==> config.mk <==
export PLATFORM = sky130hd
export DESIGN_NAME = dsi_pll_divider_search
export DESIGN_NICKNAME = d
export VERILOG_FILES = /design/src/rtl/dpds_pkg.sv /design/src/rtl/dpds_div.sv /design/src/rtl/dsi_pll_divider_search.sv
export SDC_FILE = /design/constraint.sdc
export NUM_CORES = 1
export LEC_CHECK = 0
export ABC_AREA = 1
export BUFFER_PORTS_ARGS = -buffer_cell sky130_fd_sc_hd__clkbuf_2
export CAP_MARGIN = 20
export CORE_UTILIZATION = 35
export CTS_BUF_LIST = sky130_fd_sc_hd__clkbuf_4 sky130_fd_sc_hd__clkbuf_8
export CTS_CLUSTER_SIZE = 28
export DETAILED_ROUTE_END_ITERATION = 10
export PLACE_DENSITY = 0.62
export SYNTH_ARGS = -nofsm -noshare
export SYNTH_HDL_FRONTEND = slang
export SYNTH_HIERARCHICAL = 1
export SYNTH_SLANG_ARGS = --single-unit
==> constraint.sdc <==
create_clock -name clk -period 6.3 [get_ports clk]
set_input_delay 0.315 -clock clk [delete_from_list [all_inputs] [get_ports clk]]
set_output_delay 0.315 -clock clk [all_outputs]
set_load 0.1 [all_outputs]
==> src/rtl/dpds_pkg.sv <==
`timescale 1ns / 1ps
// ----------------------------------------------------------------------------
// dpds_pkg
// Shared types and constants of the DSI PLL divider search block.
// ----------------------------------------------------------------------------
package dpds_pkg;

    localparam int unsigned LANE_MIN_KHZ = 31250;
    localparam int unsigned LANE_MAX_KHZ = 500000;
    localparam int unsigned IN_DIV_MAX   = 7;
    localparam int unsigned LOOP_DIV_MIN = 10;
    localparam int unsigned LOOP_DIV_MAX = 125;
    localparam int unsigned OUT_CODE_MAX = 3;
    localparam int unsigned BEST_START   = 1000000;
    localparam int unsigned UI_X4_NUM    = 4000000;
    localparam int unsigned KHZ_PER_MHZ  = 1000;
    localparam int unsigned RATE_NUM     = 12;
    localparam int unsigned RATE_DEN     = 10;
    localparam int unsigned REF_RESET    = 24000;

    localparam int unsigned DVD_W = 28;
    localparam int unsigned DSR_W = 21;
    localparam int unsigned CNT_W = $clog2(DVD_W);

    localparam int unsigned CFG_IDX_W  = 1;
    localparam int unsigned CFG_DATA_W = 16;

    localparam logic [CFG_IDX_W-1:0] CFG_REF_CLOCK = 1'd0;
    localparam logic [CFG_IDX_W-1:0] CFG_FAST_PHY  = 1'd1;

    localparam logic [1:0] ST_OK   = 2'd0;
    localparam logic [1:0] ST_BAD  = 2'd1;
    localparam logic [1:0] ST_NONE = 2'd2;

    typedef struct packed {
        logic [18:0] pixel_clock_khz;
        logic [4:0]  bits_per_pixel;
        logic [2:0]  lane_count;
    } dpds_req_t;

    typedef struct packed {
        logic [1:0]  status;
        logic [2:0]  in_div;
        logic [6:0]  loop_div;
        logic [3:0]  out_div;
        logic [1:0]  out_div_code;
        logic [19:0] achieved_khz;
        logic [7:0]  bit_period_x4;
        logic [9:0]  lane_rate_mbit;
    } dpds_res_t;

    typedef struct packed {
        logic             start;
        logic [DVD_W-1:0] dividend;
        logic [DSR_W-1:0] divisor;
    } dpds_div_in_t;

    typedef struct packed {
        logic             done;
        logic [DVD_W-1:0] quotient;
    } dpds_div_out_t;

endpackage

==> src/rtl/dpds_div.sv <==
`timescale 1ns / 1ps
// ----------------------------------------------------------------------------
// dpds_div
// Radix-2 restoring divider, one quotient bit per cycle, done pulse at end.
// ----------------------------------------------------------------------------
module dpds_div (
    input  logic                    clk,
    input  logic                    rst_n,
    input  dpds_pkg::dpds_div_in_t  cmd,
    output dpds_pkg::dpds_div_out_t rsp
);
    import dpds_pkg::*;

    logic             run_reg, run_next;
    logic             done_reg, done_next;
    logic [CNT_W-1:0] cnt_reg, cnt_next;
    logic [DSR_W-1:0] rem_reg, rem_next;
    logic [DVD_W-1:0] quo_reg, quo_next;
    logic [DSR_W-1:0] dsr_reg, dsr_next;

    logic [DSR_W:0]   trial;
    logic [DSR_W:0]   diff;
    logic             ge;

    assign trial = {rem_reg, quo_reg[DVD_W-1]};
    assign diff  = trial - {1'b0, dsr_reg};
    assign ge    = trial >= {1'b0, dsr_reg};

    always_comb
    begin
        run_next  = run_reg;
        done_next = 1'b0;
        cnt_next  = cnt_reg;
        rem_next  = rem_reg;
        quo_next  = quo_reg;
        dsr_next  = dsr_reg;
        if (cmd.start)
        begin
            run_next = 1'b1;
            cnt_next = '0;
            rem_next = '0;
            quo_next = cmd.dividend;
            dsr_next = cmd.divisor;
        end
        else if (run_reg)
        begin
            rem_next = ge ? diff[DSR_W-1:0] : trial[DSR_W-1:0];
            quo_next = {quo_reg[DVD_W-2:0], ge};
            cnt_next = cnt_reg + CNT_W'(1);
            if (cnt_reg == CNT_W'(DVD_W - 1))
            begin
                run_next  = 1'b0;
                done_next = 1'b1;
            end
        end
    end

    always_ff @(posedge clk or negedge rst_n)
    begin
        if (!rst_n)
        begin
            run_reg  <= 1'b0;
            done_reg <= 1'b0;
            cnt_reg  <= '0;
        end
        else
        begin
            run_reg  <= run_next;
            done_reg <= done_next;
            cnt_reg  <= cnt_next;
        end
    end

    always_ff @(posedge clk)
    begin
        rem_reg <= rem_next;
        quo_reg <= quo_next;
        dsr_reg <= dsr_next;
    end

    assign rsp.done     = done_reg;
    assign rsp.quotient = quo_reg;

endmodule

==> src/rtl/dsi_pll_divider_search.sv <==
`timescale 1ns / 1ps
// ----------------------------------------------------------------------------
// dsi_pll_divider_search
// Lane rate target and PLL divider search over one shared serial divider.
// ----------------------------------------------------------------------------
// divisions: each one runs bit-serially on the shared radix-2 divider;
//   up to 74 divisions per transaction, fewer on an exact match;
//   zero reference or zero lanes is answered in the cycle after start
// throughput: one transaction at a time, busy stays high until the result
// result is shown for one cycle on done; the receiver cannot stall
// reset: control and config registers cleared to defaults, no clearing pass
module dsi_pll_divider_search (
    input  logic                                  clk,
    input  logic                                  rst_n,
    input  logic                                  start,
    output logic                                  busy,
    input  dpds_pkg::dpds_req_t                   req,
    output logic                                  done,
    output dpds_pkg::dpds_res_t                   result,
    input  logic                                  cfg_we,
    input  logic [dpds_pkg::CFG_IDX_W-1:0]        cfg_index,
    input  logic [dpds_pkg::CFG_DATA_W-1:0]       cfg_data
);
    import dpds_pkg::*;

    localparam logic [4:0] S_IDLE    = 5'd0;
    localparam logic [4:0] S_L_WANT1 = 5'd1;
    localparam logic [4:0] S_W_WANT1 = 5'd2;
    localparam logic [4:0] S_L_WANT2 = 5'd3;
    localparam logic [4:0] S_W_WANT2 = 5'd4;
    localparam logic [4:0] S_L_NMIN  = 5'd5;
    localparam logic [4:0] S_W_NMIN  = 5'd6;
    localparam logic [4:0] S_L_NMAX  = 5'd7;
    localparam logic [4:0] S_W_NMAX  = 5'd8;
    localparam logic [4:0] S_L_N     = 5'd9;
    localparam logic [4:0] S_W_N     = 5'd10;
    localparam logic [4:0] S_L_ACH   = 5'd11;
    localparam logic [4:0] S_W_ACH   = 5'd12;
    localparam logic [4:0] S_ADV     = 5'd13;
    localparam logic [4:0] S_FIN     = 5'd14;
    localparam logic [4:0] S_L_UI    = 5'd15;
    localparam logic [4:0] S_W_UI    = 5'd16;
    localparam logic [4:0] S_L_MBPS  = 5'd17;
    localparam logic [4:0] S_W_MBPS  = 5'd18;

    logic [15:0]      ref_clk_reg;
    logic             fast_reg;

    logic [4:0]       state_reg, state_next;
    logic [18:0]      pix_reg, pix_next;
    logic [4:0]       bpp_reg, bpp_next;
    logic [2:0]       lanes_reg, lanes_next;
    logic [19:0]      want_reg, want_next;
    logic [2:0]       i_reg, i_next;
    logic [1:0]       code_reg, code_next;
    logic [6:0]       nmin_reg, nmin_next;
    logic [6:0]       nmax_reg, nmax_next;
    logic [6:0]       n_reg, n_next;
    logic [19:0]      best_reg, best_next;
    logic [2:0]       bi_reg, bi_next;
    logic [6:0]       bn_reg, bn_next;
    logic [1:0]       bc_reg, bc_next;
    logic [20:0]      bach_reg, bach_next;
    logic             found_reg, found_next;
    logic [7:0]       ui_reg, ui_next;
    dpds_res_t        result_reg, result_next;
    logic             done_reg, done_next;

    dpds_div_in_t     div_cmd;
    dpds_div_out_t    div_rsp;

    logic [19:0]      lmin;
    logic [19:0]      lmax;
    logic [19:0]      fmin;
    logic [20:0]      fmax;
    logic [5:0]       io;
    logic [DVD_W-1:0] quo;
    logic [DVD_W-1:0] delta;

    assign lmin = fast_reg ? 20'(LANE_MIN_KHZ * 2) : 20'(LANE_MIN_KHZ);
    assign lmax = fast_reg ? 20'(LANE_MAX_KHZ * 2) : 20'(LANE_MAX_KHZ);
    assign fmin = {lmin[15:0], 4'b0000};
    assign fmax = {lmax, 1'b0};
    assign io   = 6'({3'b000, i_reg} << code_reg);
    assign quo  = div_rsp.quotient;
    assign delta = (quo > DVD_W'(want_reg)) ? (quo - DVD_W'(want_reg))
                                             : (DVD_W'(want_reg) - quo);

    dpds_div u_div (
        .clk   (clk),
        .rst_n (rst_n),
        .cmd   (div_cmd),
        .rsp   (div_rsp)
    );

    always_comb
    begin
        div_cmd.start    = 1'b0;
        div_cmd.dividend = '0;
        div_cmd.divisor  = '0;
        case (state_reg)
            S_L_WANT1:
            begin
                div_cmd.start    = 1'b1;
                div_cmd.dividend = DVD_W'(pix_reg) * DVD_W'(bpp_reg);
                div_cmd.divisor  = DSR_W'(lanes_reg);
            end
            S_L_WANT2:
            begin
                div_cmd.start    = 1'b1;
                div_cmd.dividend = quo * DVD_W'(RATE_NUM);
                div_cmd.divisor  = DSR_W'(RATE_DEN);
            end
            S_L_NMIN:
            begin
                div_cmd.start    = 1'b1;
                div_cmd.dividend = DVD_W'(fmin) * DVD_W'(i_reg);
                div_cmd.divisor  = DSR_W'({ref_clk_reg, 1'b0});
            end
            S_L_NMAX:
            begin
                div_cmd.start    = 1'b1;
                div_cmd.dividend = DVD_W'(fmax) * DVD_W'(i_reg);
                div_cmd.divisor  = DSR_W'({ref_clk_reg, 1'b0});
            end
            S_L_N:
            begin
                div_cmd.start    = 1'b1;
                div_cmd.dividend = DVD_W'(io) * DVD_W'(want_reg)
                                 + DVD_W'(ref_clk_reg[15:1]);
                div_cmd.divisor  = DSR_W'(ref_clk_reg);
            end
            S_L_ACH:
            begin
                div_cmd.start    = 1'b1;
                div_cmd.dividend = DVD_W'(ref_clk_reg) * DVD_W'(n_reg)
                                 + DVD_W'(io[5:1]);
                div_cmd.divisor  = DSR_W'(io);
            end
            S_L_UI:
            begin
                div_cmd.start    = 1'b1;
                div_cmd.dividend = DVD_W'(UI_X4_NUM);
                div_cmd.divisor  = bach_reg;
            end
            S_L_MBPS:
            begin
                div_cmd.start    = 1'b1;
                div_cmd.dividend = DVD_W'(bach_reg);
                div_cmd.divisor  = DSR_W'(KHZ_PER_MHZ);
            end
            default:
            begin
                div_cmd.start = 1'b0;
            end
        endcase
    end

    always_comb
    begin
        state_next  = state_reg;
        pix_next    = pix_reg;
        bpp_next    = bpp_reg;
        lanes_next  = lanes_reg;
        want_next   = want_reg;
        i_next      = i_reg;
        code_next   = code_reg;
        nmin_next   = nmin_reg;
        nmax_next   = nmax_reg;
        n_next      = n_reg;
        best_next   = best_reg;
        bi_next     = bi_reg;
        bn_next     = bn_reg;
        bc_next     = bc_reg;
        bach_next   = bach_reg;
        found_next  = found_reg;
        ui_next     = ui_reg;
        result_next = result_reg;
        done_next   = 1'b0;
        case (state_reg)
            S_IDLE:
            begin
                if (start)
                begin
                    pix_next   = req.pixel_clock_khz;
                    bpp_next   = req.bits_per_pixel;
                    lanes_next = req.lane_count;
                    i_next     = 3'd1;
                    code_next  = '0;
                    best_next  = 20'(BEST_START);
                    found_next = 1'b0;
                    if (ref_clk_reg == '0 || req.lane_count == '0)
                    begin
                        result_next        = '0;
                        result_next.status = ST_BAD;
                        done_next          = 1'b1;
                    end
                    else
                    begin
                        state_next = S_L_WANT1;
                    end
                end
            end
            S_L_WANT1: state_next = S_W_WANT1;
            S_W_WANT1:
            begin
                if (div_rsp.done)
                    state_next = S_L_WANT2;
            end
            S_L_WANT2: state_next = S_W_WANT2;
            S_W_WANT2:
            begin
                if (div_rsp.done)
                begin
                    if (quo > DVD_W'(lmax))
                        want_next = lmax;
                    else if (quo < DVD_W'(lmin))
                        want_next = lmin;
                    else
                        want_next = quo[19:0];
                    state_next = S_L_NMIN;
                end
            end
            S_L_NMIN: state_next = S_W_NMIN;
            S_W_NMIN:
            begin
                if (div_rsp.done)
                begin
                    if (quo >= DVD_W'(LOOP_DIV_MAX - 1))
                        state_next = S_FIN;
                    else
                    begin
                        if (quo < DVD_W'(LOOP_DIV_MIN - 1))
                            nmin_next = 7'(LOOP_DIV_MIN);
                        else
                            nmin_next = quo[6:0] + 7'd1;
                        state_next = S_L_NMAX;
                    end
                end
            end
            S_L_NMAX: state_next = S_W_NMAX;
            S_W_NMAX:
            begin
                if (div_rsp.done)
                begin
                    if (quo > DVD_W'(LOOP_DIV_MAX))
                        nmax_next = 7'(LOOP_DIV_MAX);
                    else
                        nmax_next = quo[6:0];
                    code_next  = '0;
                    state_next = S_L_N;
                end
            end
            S_L_N: state_next = S_W_N;
            S_W_N:
            begin
                if (div_rsp.done)
                begin
                    if (quo < DVD_W'(nmin_reg) || quo > DVD_W'(nmax_reg))
                        state_next = S_ADV;
                    else
                    begin
                        n_next     = quo[6:0];
                        state_next = S_L_ACH;
                    end
                end
            end
            S_L_ACH: state_next = S_W_ACH;
            S_W_ACH:
            begin
                if (div_rsp.done)
                begin
                    if (delta < DVD_W'(best_reg))
                    begin
                        best_next  = delta[19:0];
                        bi_next    = i_reg;
                        bn_next    = n_reg;
                        bc_next    = code_reg;
                        bach_next  = quo[20:0];
                        found_next = 1'b1;
                    end
                    if (delta == '0)
                        state_next = S_FIN;
                    else
                        state_next = S_ADV;
                end
            end
            S_ADV:
            begin
                if (code_reg == 2'(OUT_CODE_MAX))
                begin
                    if (i_reg == 3'(IN_DIV_MAX))
                        state_next = S_FIN;
                    else
                    begin
                        i_next     = i_reg + 3'd1;
                        state_next = S_L_NMIN;
                    end
                end
                else
                begin
                    code_next  = code_reg + 2'd1;
                    state_next = S_L_N;
                end
            end
            S_FIN:
            begin
                if (!found_reg)
                begin
                    result_next        = '0;
                    result_next.status = ST_NONE;
                    done_next          = 1'b1;
                    state_next         = S_IDLE;
                end
                else if (bach_reg == '0)
                begin
                    result_next.status         = ST_OK;
                    result_next.in_div         = bi_reg;
                    result_next.loop_div       = bn_reg;
                    result_next.out_div        = 4'(4'd1 << bc_reg);
                    result_next.out_div_code   = bc_reg;
                    result_next.achieved_khz   = '0;
                    result_next.bit_period_x4  = '0;
                    result_next.lane_rate_mbit = '0;
                    done_next                  = 1'b1;
                    state_next                 = S_IDLE;
                end
                else
                begin
                    state_next = S_L_UI;
                end
            end
            S_L_UI: state_next = S_W_UI;
            S_W_UI:
            begin
                if (div_rsp.done)
                begin
                    ui_next    = quo[7:0];
                    state_next = S_L_MBPS;
                end
            end
            S_L_MBPS: state_next = S_W_MBPS;
            S_W_MBPS:
            begin
                if (div_rsp.done)
                begin
                    result_next.status         = ST_OK;
                    result_next.in_div         = bi_reg;
                    result_next.loop_div       = bn_reg;
                    result_next.out_div        = 4'(4'd1 << bc_reg);
                    result_next.out_div_code   = bc_reg;
                    result_next.achieved_khz   = bach_reg[19:0];
                    result_next.bit_period_x4  = ui_reg;
                    result_next.lane_rate_mbit = quo[9:0];
                    done_next                  = 1'b1;
                    state_next                 = S_IDLE;
                end
            end
            default:
            begin
                state_next = S_IDLE;
            end
        endcase
    end

    always_ff @(posedge clk or negedge rst_n)
    begin
        if (!rst_n)
        begin
            ref_clk_reg <= 16'(REF_RESET);
            fast_reg    <= 1'b0;
            state_reg   <= S_IDLE;
            done_reg    <= 1'b0;
            found_reg   <= 1'b0;
        end
        else
        begin
            if (cfg_we)
            begin
                case (cfg_index)
                    CFG_REF_CLOCK: ref_clk_reg <= cfg_data;
                    CFG_FAST_PHY:  fast_reg    <= cfg_data[0];
                    default:       fast_reg    <= fast_reg;
                endcase
            end
            state_reg <= state_next;
            done_reg  <= done_next;
            found_reg <= found_next;
        end
    end

    always_ff @(posedge clk)
    begin
        pix_reg    <= pix_next;
        bpp_reg    <= bpp_next;
        lanes_reg  <= lanes_next;
        want_reg   <= want_next;
        i_reg      <= i_next;
        code_reg   <= code_next;
        nmin_reg   <= nmin_next;
        nmax_reg   <= nmax_next;
        n_reg      <= n_next;
        best_reg   <= best_next;
        bi_reg     <= bi_next;
        bn_reg     <= bn_next;
        bc_reg     <= bc_next;
        bach_reg   <= bach_next;
        ui_reg     <= ui_next;
        result_reg <= result_next;
    end

    assign busy   = state_reg != S_IDLE;
    assign done   = done_reg;
    assign result = result_reg;

    a_done_not_busy: assert property (@(posedge clk) disable iff (!rst_n)
        done |-> !busy)
        else $error("result strobe while a search is running");

    a_ok_fields: assert property (@(posedge clk) disable iff (!rst_n)
        (done && result.status == ST_OK) |->
            (result.in_div != 3'd0 && result.loop_div >= 7'(LOOP_DIV_MIN)
             && result.loop_div <= 7'(LOOP_DIV_MAX)))
        else $error("ok result with dividers out of range");

    a_fail_fields: assert property (@(posedge clk) disable iff (!rst_n)
        (done && result.status != ST_OK) |->
            (result.in_div == 3'd0 && result.loop_div == 7'd0
             && result.achieved_khz == 20'd0))
        else $error("failed result with nonzero fields");

    a_bad_fast: assert property (@(posedge clk) disable iff (!rst_n)
        (start && !busy && (ref_clk_reg == 16'd0 || req.lane_count == 3'd0)) |=>
            (done && result.status == ST_BAD))
        else $error("bad reference or lane count not answered at once");

endmodule
# Yosys cells after proc, flatten, opt, wreduce, memory -nomap -nowiden
# Cells that the tools add are included.
classes:
  add_sub_neg: 9
  n_mul: 6
  magnitude_cmp: 10
  n_eq_ne: 37
  shift: 2
  mux: 64
  bitwise: 3
  reduce_logical: 28
ops:
  columns: ["operator", "count"]
  rows:
  - ["49-bit one-hot mux with 8 select lines", 1]
  - ["56-bit 2-to-1 mux", 5]
  - ["56-bit one-hot mux with 3 select lines", 1]
  - ["20-bit 2-to-1 mux", 6]
  - ["5-bit one-hot mux with 19 select lines", 1]
  - ["28-bit 2-to-1 mux", 3]
  - ["5-bit 2-to-1 mux", 13]
  - ["28-bit by 20-bit > comparator with 1-bit output", 2]
  - ["5-bit by 4-bit == test with 1-bit output, second input constant", 8]
  - ["20-bit one-hot mux with 2 select lines", 1]
  - ["28-bit by 7-bit >= comparator with 1-bit output, second input constant", 1]
  - ["28-bit by 7-bit > comparator with 1-bit output", 1]
  - ["28-bit by 7-bit > comparator with 1-bit output, second input constant", 1]
  - ["28-bit logical NOT", 1]
  - ["28-bit by 16-bit less-than comparator with 1-bit output", 1]
  - ["28-bit by 20-bit less-than comparator with 1-bit output", 1]
  - ["28-bit by 4-bit less-than comparator with 1-bit output, second input constant", 1]
  - ["28-bit by 7-bit less-than comparator with 1-bit output", 1]
  - ["28-bit by 2-bit multiplier with 26-bit output, second input constant", 1]
  - ["20-bit by 28-bit subtractor with 28-bit output", 1]
  - ["28-bit by 20-bit subtractor with 28-bit output", 1]
  - ["26-bit by 15-bit adder with 27-bit output", 1]
  - ["6-bit by 20-bit multiplier with 26-bit output", 1]
  - ["23-bit by 5-bit adder with 24-bit output", 1]
  - ["46 further kinds", 104]
totals:
  regBits: 291
  input_bits: 48
  output_inout_bits: 58

# Logic depth before layout (Yosys ltp)
# Gate-level depths: netlist of the first run.
logic_depth:
  ltp_word: 6
  ltp_mapped: 31
  mapped_depth_nobuf: 30

# Cells and area by module
# Netlist of the first run, hierarchy kept.
by_module_without_submodules:
  columns: ["mod", "n_inst", "cells_per_inst", "area_per_inst_um2", "seq_area_each_um2"]
  rows:
  - ["dsi_pll_divider_search", 1, 3718, 27432.6, 6314.8]
  - ["dpds_div", 1, 616, 4814.6, 2067.0]

# Worst setup path before layout of the first run
# No wires, ideal clock.
synth_timing:
  path_kind: "register -> register"
  startpoint: "reg i_reg[0]"
  endpoint: "reg u_div.quo_reg[21], data pin"
  setup_time_ps: 253
  arrival_time_ps: 5343
  required_ps: 6047
  slack_ps: 704
  path_stages_with_launch: 25
  n_path_buf: 1
  synth_period_minus_slack_ps: 5596
  cell_sequence: "edfxtp_1 -> inv_1 -> or2_2 -> nor2_1 -> inv_1 -> clkbuf_1 -> nor2_1 -> fa_1 -> fa_1 -> fa_1 -> inv_1 -> fa_1 -> inv_1 -> ha_1 -> a21o_1 -> o21bai_1 -> a21oi_1 -> o21ai_0 -> nand2_1 -> nand2_1 -> or2_2 -> nand3_1 -> nand4_1 -> nand2_1 -> nand2_1"
synth_rtl:
  columns: ["element", "line", "source"]
  rows:
  - ["start: declaration", "dsi_pll_divider_search.sv:54", "logic [2:0] i_reg, i_next;"]
  - ["start signal: assignment", "dsi_pll_divider_search.sv:398", "i_reg <= i_next;"]
  - ["end signal: assignment", "dpds_div.sv:77", "quo_reg <= quo_next;"]
  - ["end: declaration", "dpds_div.sv:18", "logic [DVD_W-1:0] quo_reg, quo_next;"]

==> results by group, run 1 <==
Status
  – Status: completed

Cells and area
  – Area growth syn-to-layout: 12.21%
  – Layout Nets: approximately 5000
  – Final Util: between 30% and 40%
  – Final Cell Area: around 36000 µm²
  – Max reg flops: 56
  – Share of layout cells above drive strength 1: approximately 8.9%

Floorplanning
  – Initial Utilization: roughly 36%
  – Ports: roughly 110
  – Die area: a little over 90000 µm²
  – Placeable Area: 90700 µm²
  – # rows: 110
  – Die width: approximately 310 µm
  – Die Ht: about 310 µm

Routing
  – Post-DR vias/cell: about 5
  – Met3 WL: about 7900 µm
  – ANT nets after route: 0
  – DRT met1 WL: approximately 47000 µm
  – Detail Route met2 WL: 47840 µm
  – DRC violations left: 0
  – Max layer used: met4
  – Routed len/inst: about 19 µm
  – Initial DRT Pass Iterations: 8
  – Iter 0 DRT Violations: roughly 2500
  – Via count: between 20000 and 30000
  – Total length of routed wires: roughly 110000 µm

Logic synthesis
  – Yosys top cell by area: edfxtp_1
  – Async S/R FF share, synth: roughly a tenth
  – Warnings from Yosys: 6
  – Post-synthesis register bit count: about 290
  – Synth Instances: around 4300
  – Register area share after synthesis: between 20% and 30%
  – Post-synth cell types: between 60 and 70
  – Synthesized cell area: 32250 µm²
  – Top_reg_cell synth: edfxtp_1
  – Syn avg cell area: 7.441 µm²
  – Cell with the most instances after synthesis: nand2_1
  – EDFF count, synth: 239
  – Largest cells by area after synthesis: edfxtp_1 (22%), fa_1 (14%), nand2_1 (13%)
  – Synth top area share: 22.26%
  – Top post-synthesis cells by count: nand2_1 (1117), inv_1 (902), nor2_1 (403), ha_1 (314), a21oi_1 (243)

Timing
  – Worst slew pin tran: between 900 and 1000 ps
  – Final period util: between 90% and 100%
  – Max Freq: between 150 and 200 MHz
  – Relative slew slack: 35.91%
  – Final setup vio count: 0
  – Minimum clock period: 5894 ps
  – Clock Skews: about 74 ps
  – Max-slew violations: 0
  – Hold Vio Cnt, Final: 0
  – Hold WS: ~100 ps
  – Post-route setup slack: approximately 410 ps

Clock tree
  – Worst-Skew Late Latency: 750 ps
  – Max H-tree Level: 2
  – CTS root buf: clkbuf_8
  – Setup bufs post-CTS: 0
  – # clock sinks: just under 300
  – CTS Buffer Depth: 3
  – Worst-path clk slew: 60 ps
  – CTS tree: done
  – Total CTS buffers: 58

Setup path
  – Reg2reg end: u_div/quo_reg[19]
  – Register-to-Register Path Depth: 26
  – Startpoint Class: register
  – R2r startpoint: code_reg[0]
  – Critical path capture point: u_div/quo_reg[19]
  – CP endpoint kind: register
  – Worst EP required: between 6000 and 7000 ps
  – Critical-path maximum fanout: 13
  – Critical Path Start: code_reg[0]
  – Worst endpoint data arrival time: roughly 6300 ps
  – Crit Path Class: register to register
  – R2R Setup Slk: ~410 ps

Placement
  – Post-DP HPWL: around 87000 µm
  – Post-DP Area: 34350 µm²
  – Port bufs: between 100 and 150
  – Pre-CTS setup slack: between 200 and 300 ps
  – Final Wtd Congestion: 0.9988

GRT
  – Gr usage total: a little under a quarter
  – Largest net degree at the start of global routing: 57
  – Global-route wire length before repair: about 170000 µm
  – Vias in the first global route: between 20000 and 30000
  – Grt ovf: 0
  – Initial antenna violation count: 1

Hold path
  – Hold Path Class: input pin to asynchronous set/reset pin

Flow run
  – Max_cap viols: 0
-- cell type report --
class                      count  area [µm²]
inverter                     912        3423
clock buffer                  86        1071
sequential                   291        8382
tap                         1176        1471
antenna                        1       2.502
fill                        9468       54510
multi-input combinational   3032       19980
clock inverter                23       231.5
timing repair buffer         230        1619
-- cell families (layout without fill, tap and decap cells) --
logic type               after synthesis  after routing  synth area share, %
AND/OR/NAND/NOR                     1878           1878                24.48
buffers and inverters               1015           1251                12.18
AO/OA/AOI/OAI                        549            549                9.751
adder cells (fa/ha/maj)              533            533                25.78
flip-flops                           291            291                25.99
XOR/XNOR                              65             65                1.765
other                                  2              7              0.02329
multiplexers                           1              1              0.03492
-- repair_timing --
action,in CTS,in global routing
hold buffers,47,0
endpoints found under the hold margin,69,0
endpoints found under the setup margin,0,10
gates resized for setup,0,7
-- worst max-delay path, cell delays in order (launching register included) --
cell and delay, ps:
edfxtp_1 450, o21ai_0 280, inv_1 70, o21ai_1 260, buf_4 280, nor2_1 80, fa_1 490, inv_1 60
fa_1 530, inv_1 60, fa_1 560, inv_1 60, fa_1 500, inv_1 50, ha_1 340, a21oi_1 220
o21ai_0 140, a21oi_1 120, a21boi_0 180, inv_1 90, a21oi_1 130, inv_1 60, o21ai_0 160, nand3_1 90
nand3b_1 190, nand2_1 100, nand2_1 60
-- metrics by stage --
stage / cells / setup TNS (ps)
2_1_floorplan: 4338 / 0
3_3_place_gp: 5589 / 0
3_5_place_dp: 5591 / 0
4_1_cts: 5747 / 0
5_1_grt: 5751 / -0.4166
6_report: 5751 / 0
-- per-layer routing --
metal,GRT usage (%),up-vias
met5,0,-
met3,3.203,209
met2,36.69,1118
met1,31.25,13770
li1,-,14040
met4,10.34,0
-- cells in the final DEF, fill, tap and decap left out, types with 19 or more instances in the layout --
cell and n:
nand2_1 1117, inv_1 902, nor2_1 399, ha_1 314, a21oi_1 242, edfxtp_1 239, fa_1 219, o21ai_0 160
nand3_1 152, clkbuf_2 105, buf_4 73, clkbuf_8 68, nand4_1 49, dlygate4sd3_1 47, xor2_1 40, nand2_2 36
nor3_1 30, xnor2_1 25, dfrtp_1 24, dfxtp_1 21, clkbuf_4 19
-- worst min-delay path by stage --
stage / start / endpoint
after floorplan: rst_n / done
after detailed placement: u_div/rem_reg[10] / u_div/rem_reg[10]
after CTS: req[6] / bpp_reg[3]
final: rst_n / u_div/cnt_reg[3]
after global routing: rst_n / u_div/cnt_reg[3]
after global placement: u_div/rem_reg[16] / u_div/rem_reg[16]
Power of run 1 is left out: the tool's default activity adds up to more than one toggle a clock period on the data nets, which glitch-free logic cannot reach.
==> inputs of run 2 (changes only) <==
==> constraint.sdc (replaced) <==
create_clock -name clk -period 6.3 [get_ports clk]
set_input_delay 0.945 -clock clk [delete_from_list [all_inputs] [get_ports clk]]
set_output_delay 0.945 -clock clk [all_outputs]
set_load 0.1 [all_outputs]
==> results by group, run 2 (synthesized netlist as in run 1, its figures left out) <==
Clock tree
  – Max H-tree Level: 2 (unchanged)
  – # clock sinks: 291 (unchanged)
  – CTS root buf: clkbuf_8
  – Total CTS buffers: 58 (unchanged)
  – Worst-path clk slew: 60 ps (about the same)
  – CTS tree: done
  – CTS Buffer Depth: 3 (unchanged)
  – Worst-Skew Late Latency: 750 ps (about the same)
  – Setup bufs post-CTS: 0 (unchanged)

Cells and area
  – Final Cell Area: 35710 µm² (-1.3%)
  – Share of layout cells above drive strength 1: 9.013% (+0.093 points)
  – Area growth syn-to-layout: 10.75%
  – Commonest non-fill, non-tap cell in the layout: nand2_1
  – Layout Nets: 5059 (-0.92%)
  – Non-Filler Instances: 5704 (-0.82%)
  – Most frequent cells in the layout: nand2_1 (1117), inv_1 (902), nor2_1 (399), ha_1 (314), a21oi_1 (242)
  – Final Util: 39.38% (-0.52 points)
  – Max reg flops: 56 (unchanged)

Timing
  – Worst slew pin tran: 949.2 ps (-10.99 ps)
  – Max Freq: 169.8 MHz (+0.10%)
  – Clock Skews: 79.43 ps (+5.317 ps)
  – Relative slew slack: 36.05% (+0.13 points)
  – Minimum clock period: 5888 ps (-5.935 ps)
  – Final setup vio count: 0 (unchanged)
  – Max-slew violations: 0 (unchanged)
  – Final period util: 93.46% (-0.094 points)
  – Hold Vio Cnt, Final: 0 (unchanged)

Routing
  – Routed len/inst: 18.82 µm (+0.44%)
  – Initial DRT Pass Iterations: 5 (-3)
  – Total length of routed wires: 107400 µm (-0.39%)
  – ANT nets after route: 0 (unchanged)
  – Iter 0 DRT Violations: 2387 (-3.7%)
  – DRC violations left: 0 (unchanged)
  – Via count: 28960 (-0.64%)
  – Post-DR vias/cell: 5.076 (+0.18%)

GRT
  – Gr usage total: 23.05% (-0.071 points)
  – Met1 Usage GRT: 31.22% (about the same)
  – Vias in the first global route: 27890 (-0.68%)
  – Most Crowded Layer GR: met2
  – GR met3 Demand/Resource: 3.224% (+0.021 points)
  – Largest net degree at the start of global routing: 57 (unchanged)
  – Global-route wire length before repair: 165000 µm (-0.37%)
  – Initial antenna violation count: 1 (unchanged)
  – Grt ovf: 0 (unchanged)
  – Met2 Track Usage GR: 36.46% (-0.23 points)

Flow run
  – Max_cap viols: 0 (unchanged)

Status
  – Status: completed

Hold path
  – Hold Path Class: input pin to asynchronous set/reset pin

Floorplanning
  – Die Ht: 305.5 µm (unchanged)
  – # rows: 110 (unchanged)
  – Initial Utilization: 35.55% (unchanged)
  – Placeable Area: 90700 µm² (unchanged)
  – Ports: 106 (unchanged)
  – Die width: 305.5 µm (unchanged)
  – Die area: 93350 µm² (unchanged)

Setup path
  – Startpoint Class: register
  – Worst EP required: 6730 ps (about the same)
  – R2r startpoint: code_reg[0]
  – Reg2reg end: u_div/quo_reg[19]
  – Critical-path maximum fanout: 13 (unchanged)
  – Worst endpoint data arrival time: 6320 ps (about the same)
  – CP endpoint kind: register
  – Crit Path Class: register to register
  – Cell mode on critical path: inv_1
  – R2R Setup Slk: 410 ps (about the same)
  – Max incr delay on CP: 560 ps (about the same)
  – Critical-path top delay cell: fa_1
  – Register-to-Register Path Depth: 26 (unchanged)

Placement
  – Placed Instances: 5591 (unchanged)
  – Final Wtd Congestion: 0.9988 (unchanged)
  – Port bufs: 105 (unchanged)
  – Post-DP HPWL: 87140 µm (unchanged)
  – Post-DP Area: 34350 µm² (unchanged)
run 2: cell types whose count changed in the layout (fill, tap and decap cells not counted):
cell,delta
dlygate4sd3_1,-47
run 2: worst max-delay path by stage:
stage | startpoint | endpoint | slack (ps)
4_1_cts | code_reg[0] | u_div/quo_reg[20] | 270
2_1_floorplan | i_reg[0] | u_div/quo_reg[21] | 700
6_report | code_reg[0] | u_div/quo_reg[19] | 410
3_3_place_gp | code_reg[0] | u_div/quo_reg[24] | 340
5_1_grt | code_reg[0] | u_div/quo_reg[14] | -0.4
3_5_place_dp | code_reg[0] | u_div/quo_reg[24] | 300
run 2: per-stage QoR:
stage	setup TNS, ps	hold WS [ps]	setup slack (ps)
after global placement	0	460.8	335.8
final	0	197.4	412.3
after floorplan	0	424.4	703.9
after global routing	-0.4166	197.9	-0.4166
after detailed placement	0	459.5	299.2
after CTS	0	327.3	269.5
run 2: repair_timing:
| item | 4_1_cts | 5_1_grt |
|---|---|---|
| hold buffers | 0 | 0 |
| gates resized for setup | 0 | 7 |
| endpoints found under the setup margin | 0 | 10 |
run 2: worst max-delay path: cells and delay by family (launching register included):
| kind | cells | cell delay, ps |
|---|---|---|
| AO/OA/AOI/OAI | 8 | 1480 |
| flip-flops | 1 | 450 |
| adder cells (fa/ha/maj) | 5 | 2420 |
| buffers and inverters | 8 | 730 |
| AND/OR/NAND/NOR | 5 | 520 |
run 2: metal layers:
layer | wire length [µm] | part of all wire [%]
met5 | 0 | 0
met4 | 5051 | 4.7
met3 | 7744 | 7.2
met2 | 47520 | 44
met1 | 47050 | 44
run 2: cell type report:
cell class | count | area, µm²
Antenna cell | 1 | 2.502
Fill cell | 9505 | 54990
Timing Repair Buffer | 183 | 1149
Sequential cell | 291 | 8382
Clock buffer | 86 | 1071
Multi-Input combinational cell | 3032 | 19980
Clock inverter | 23 | 231.5
Inverter | 912 | 3423
Tap cell | 1176 | 1471
Power of run 2 is left out for the same reason.
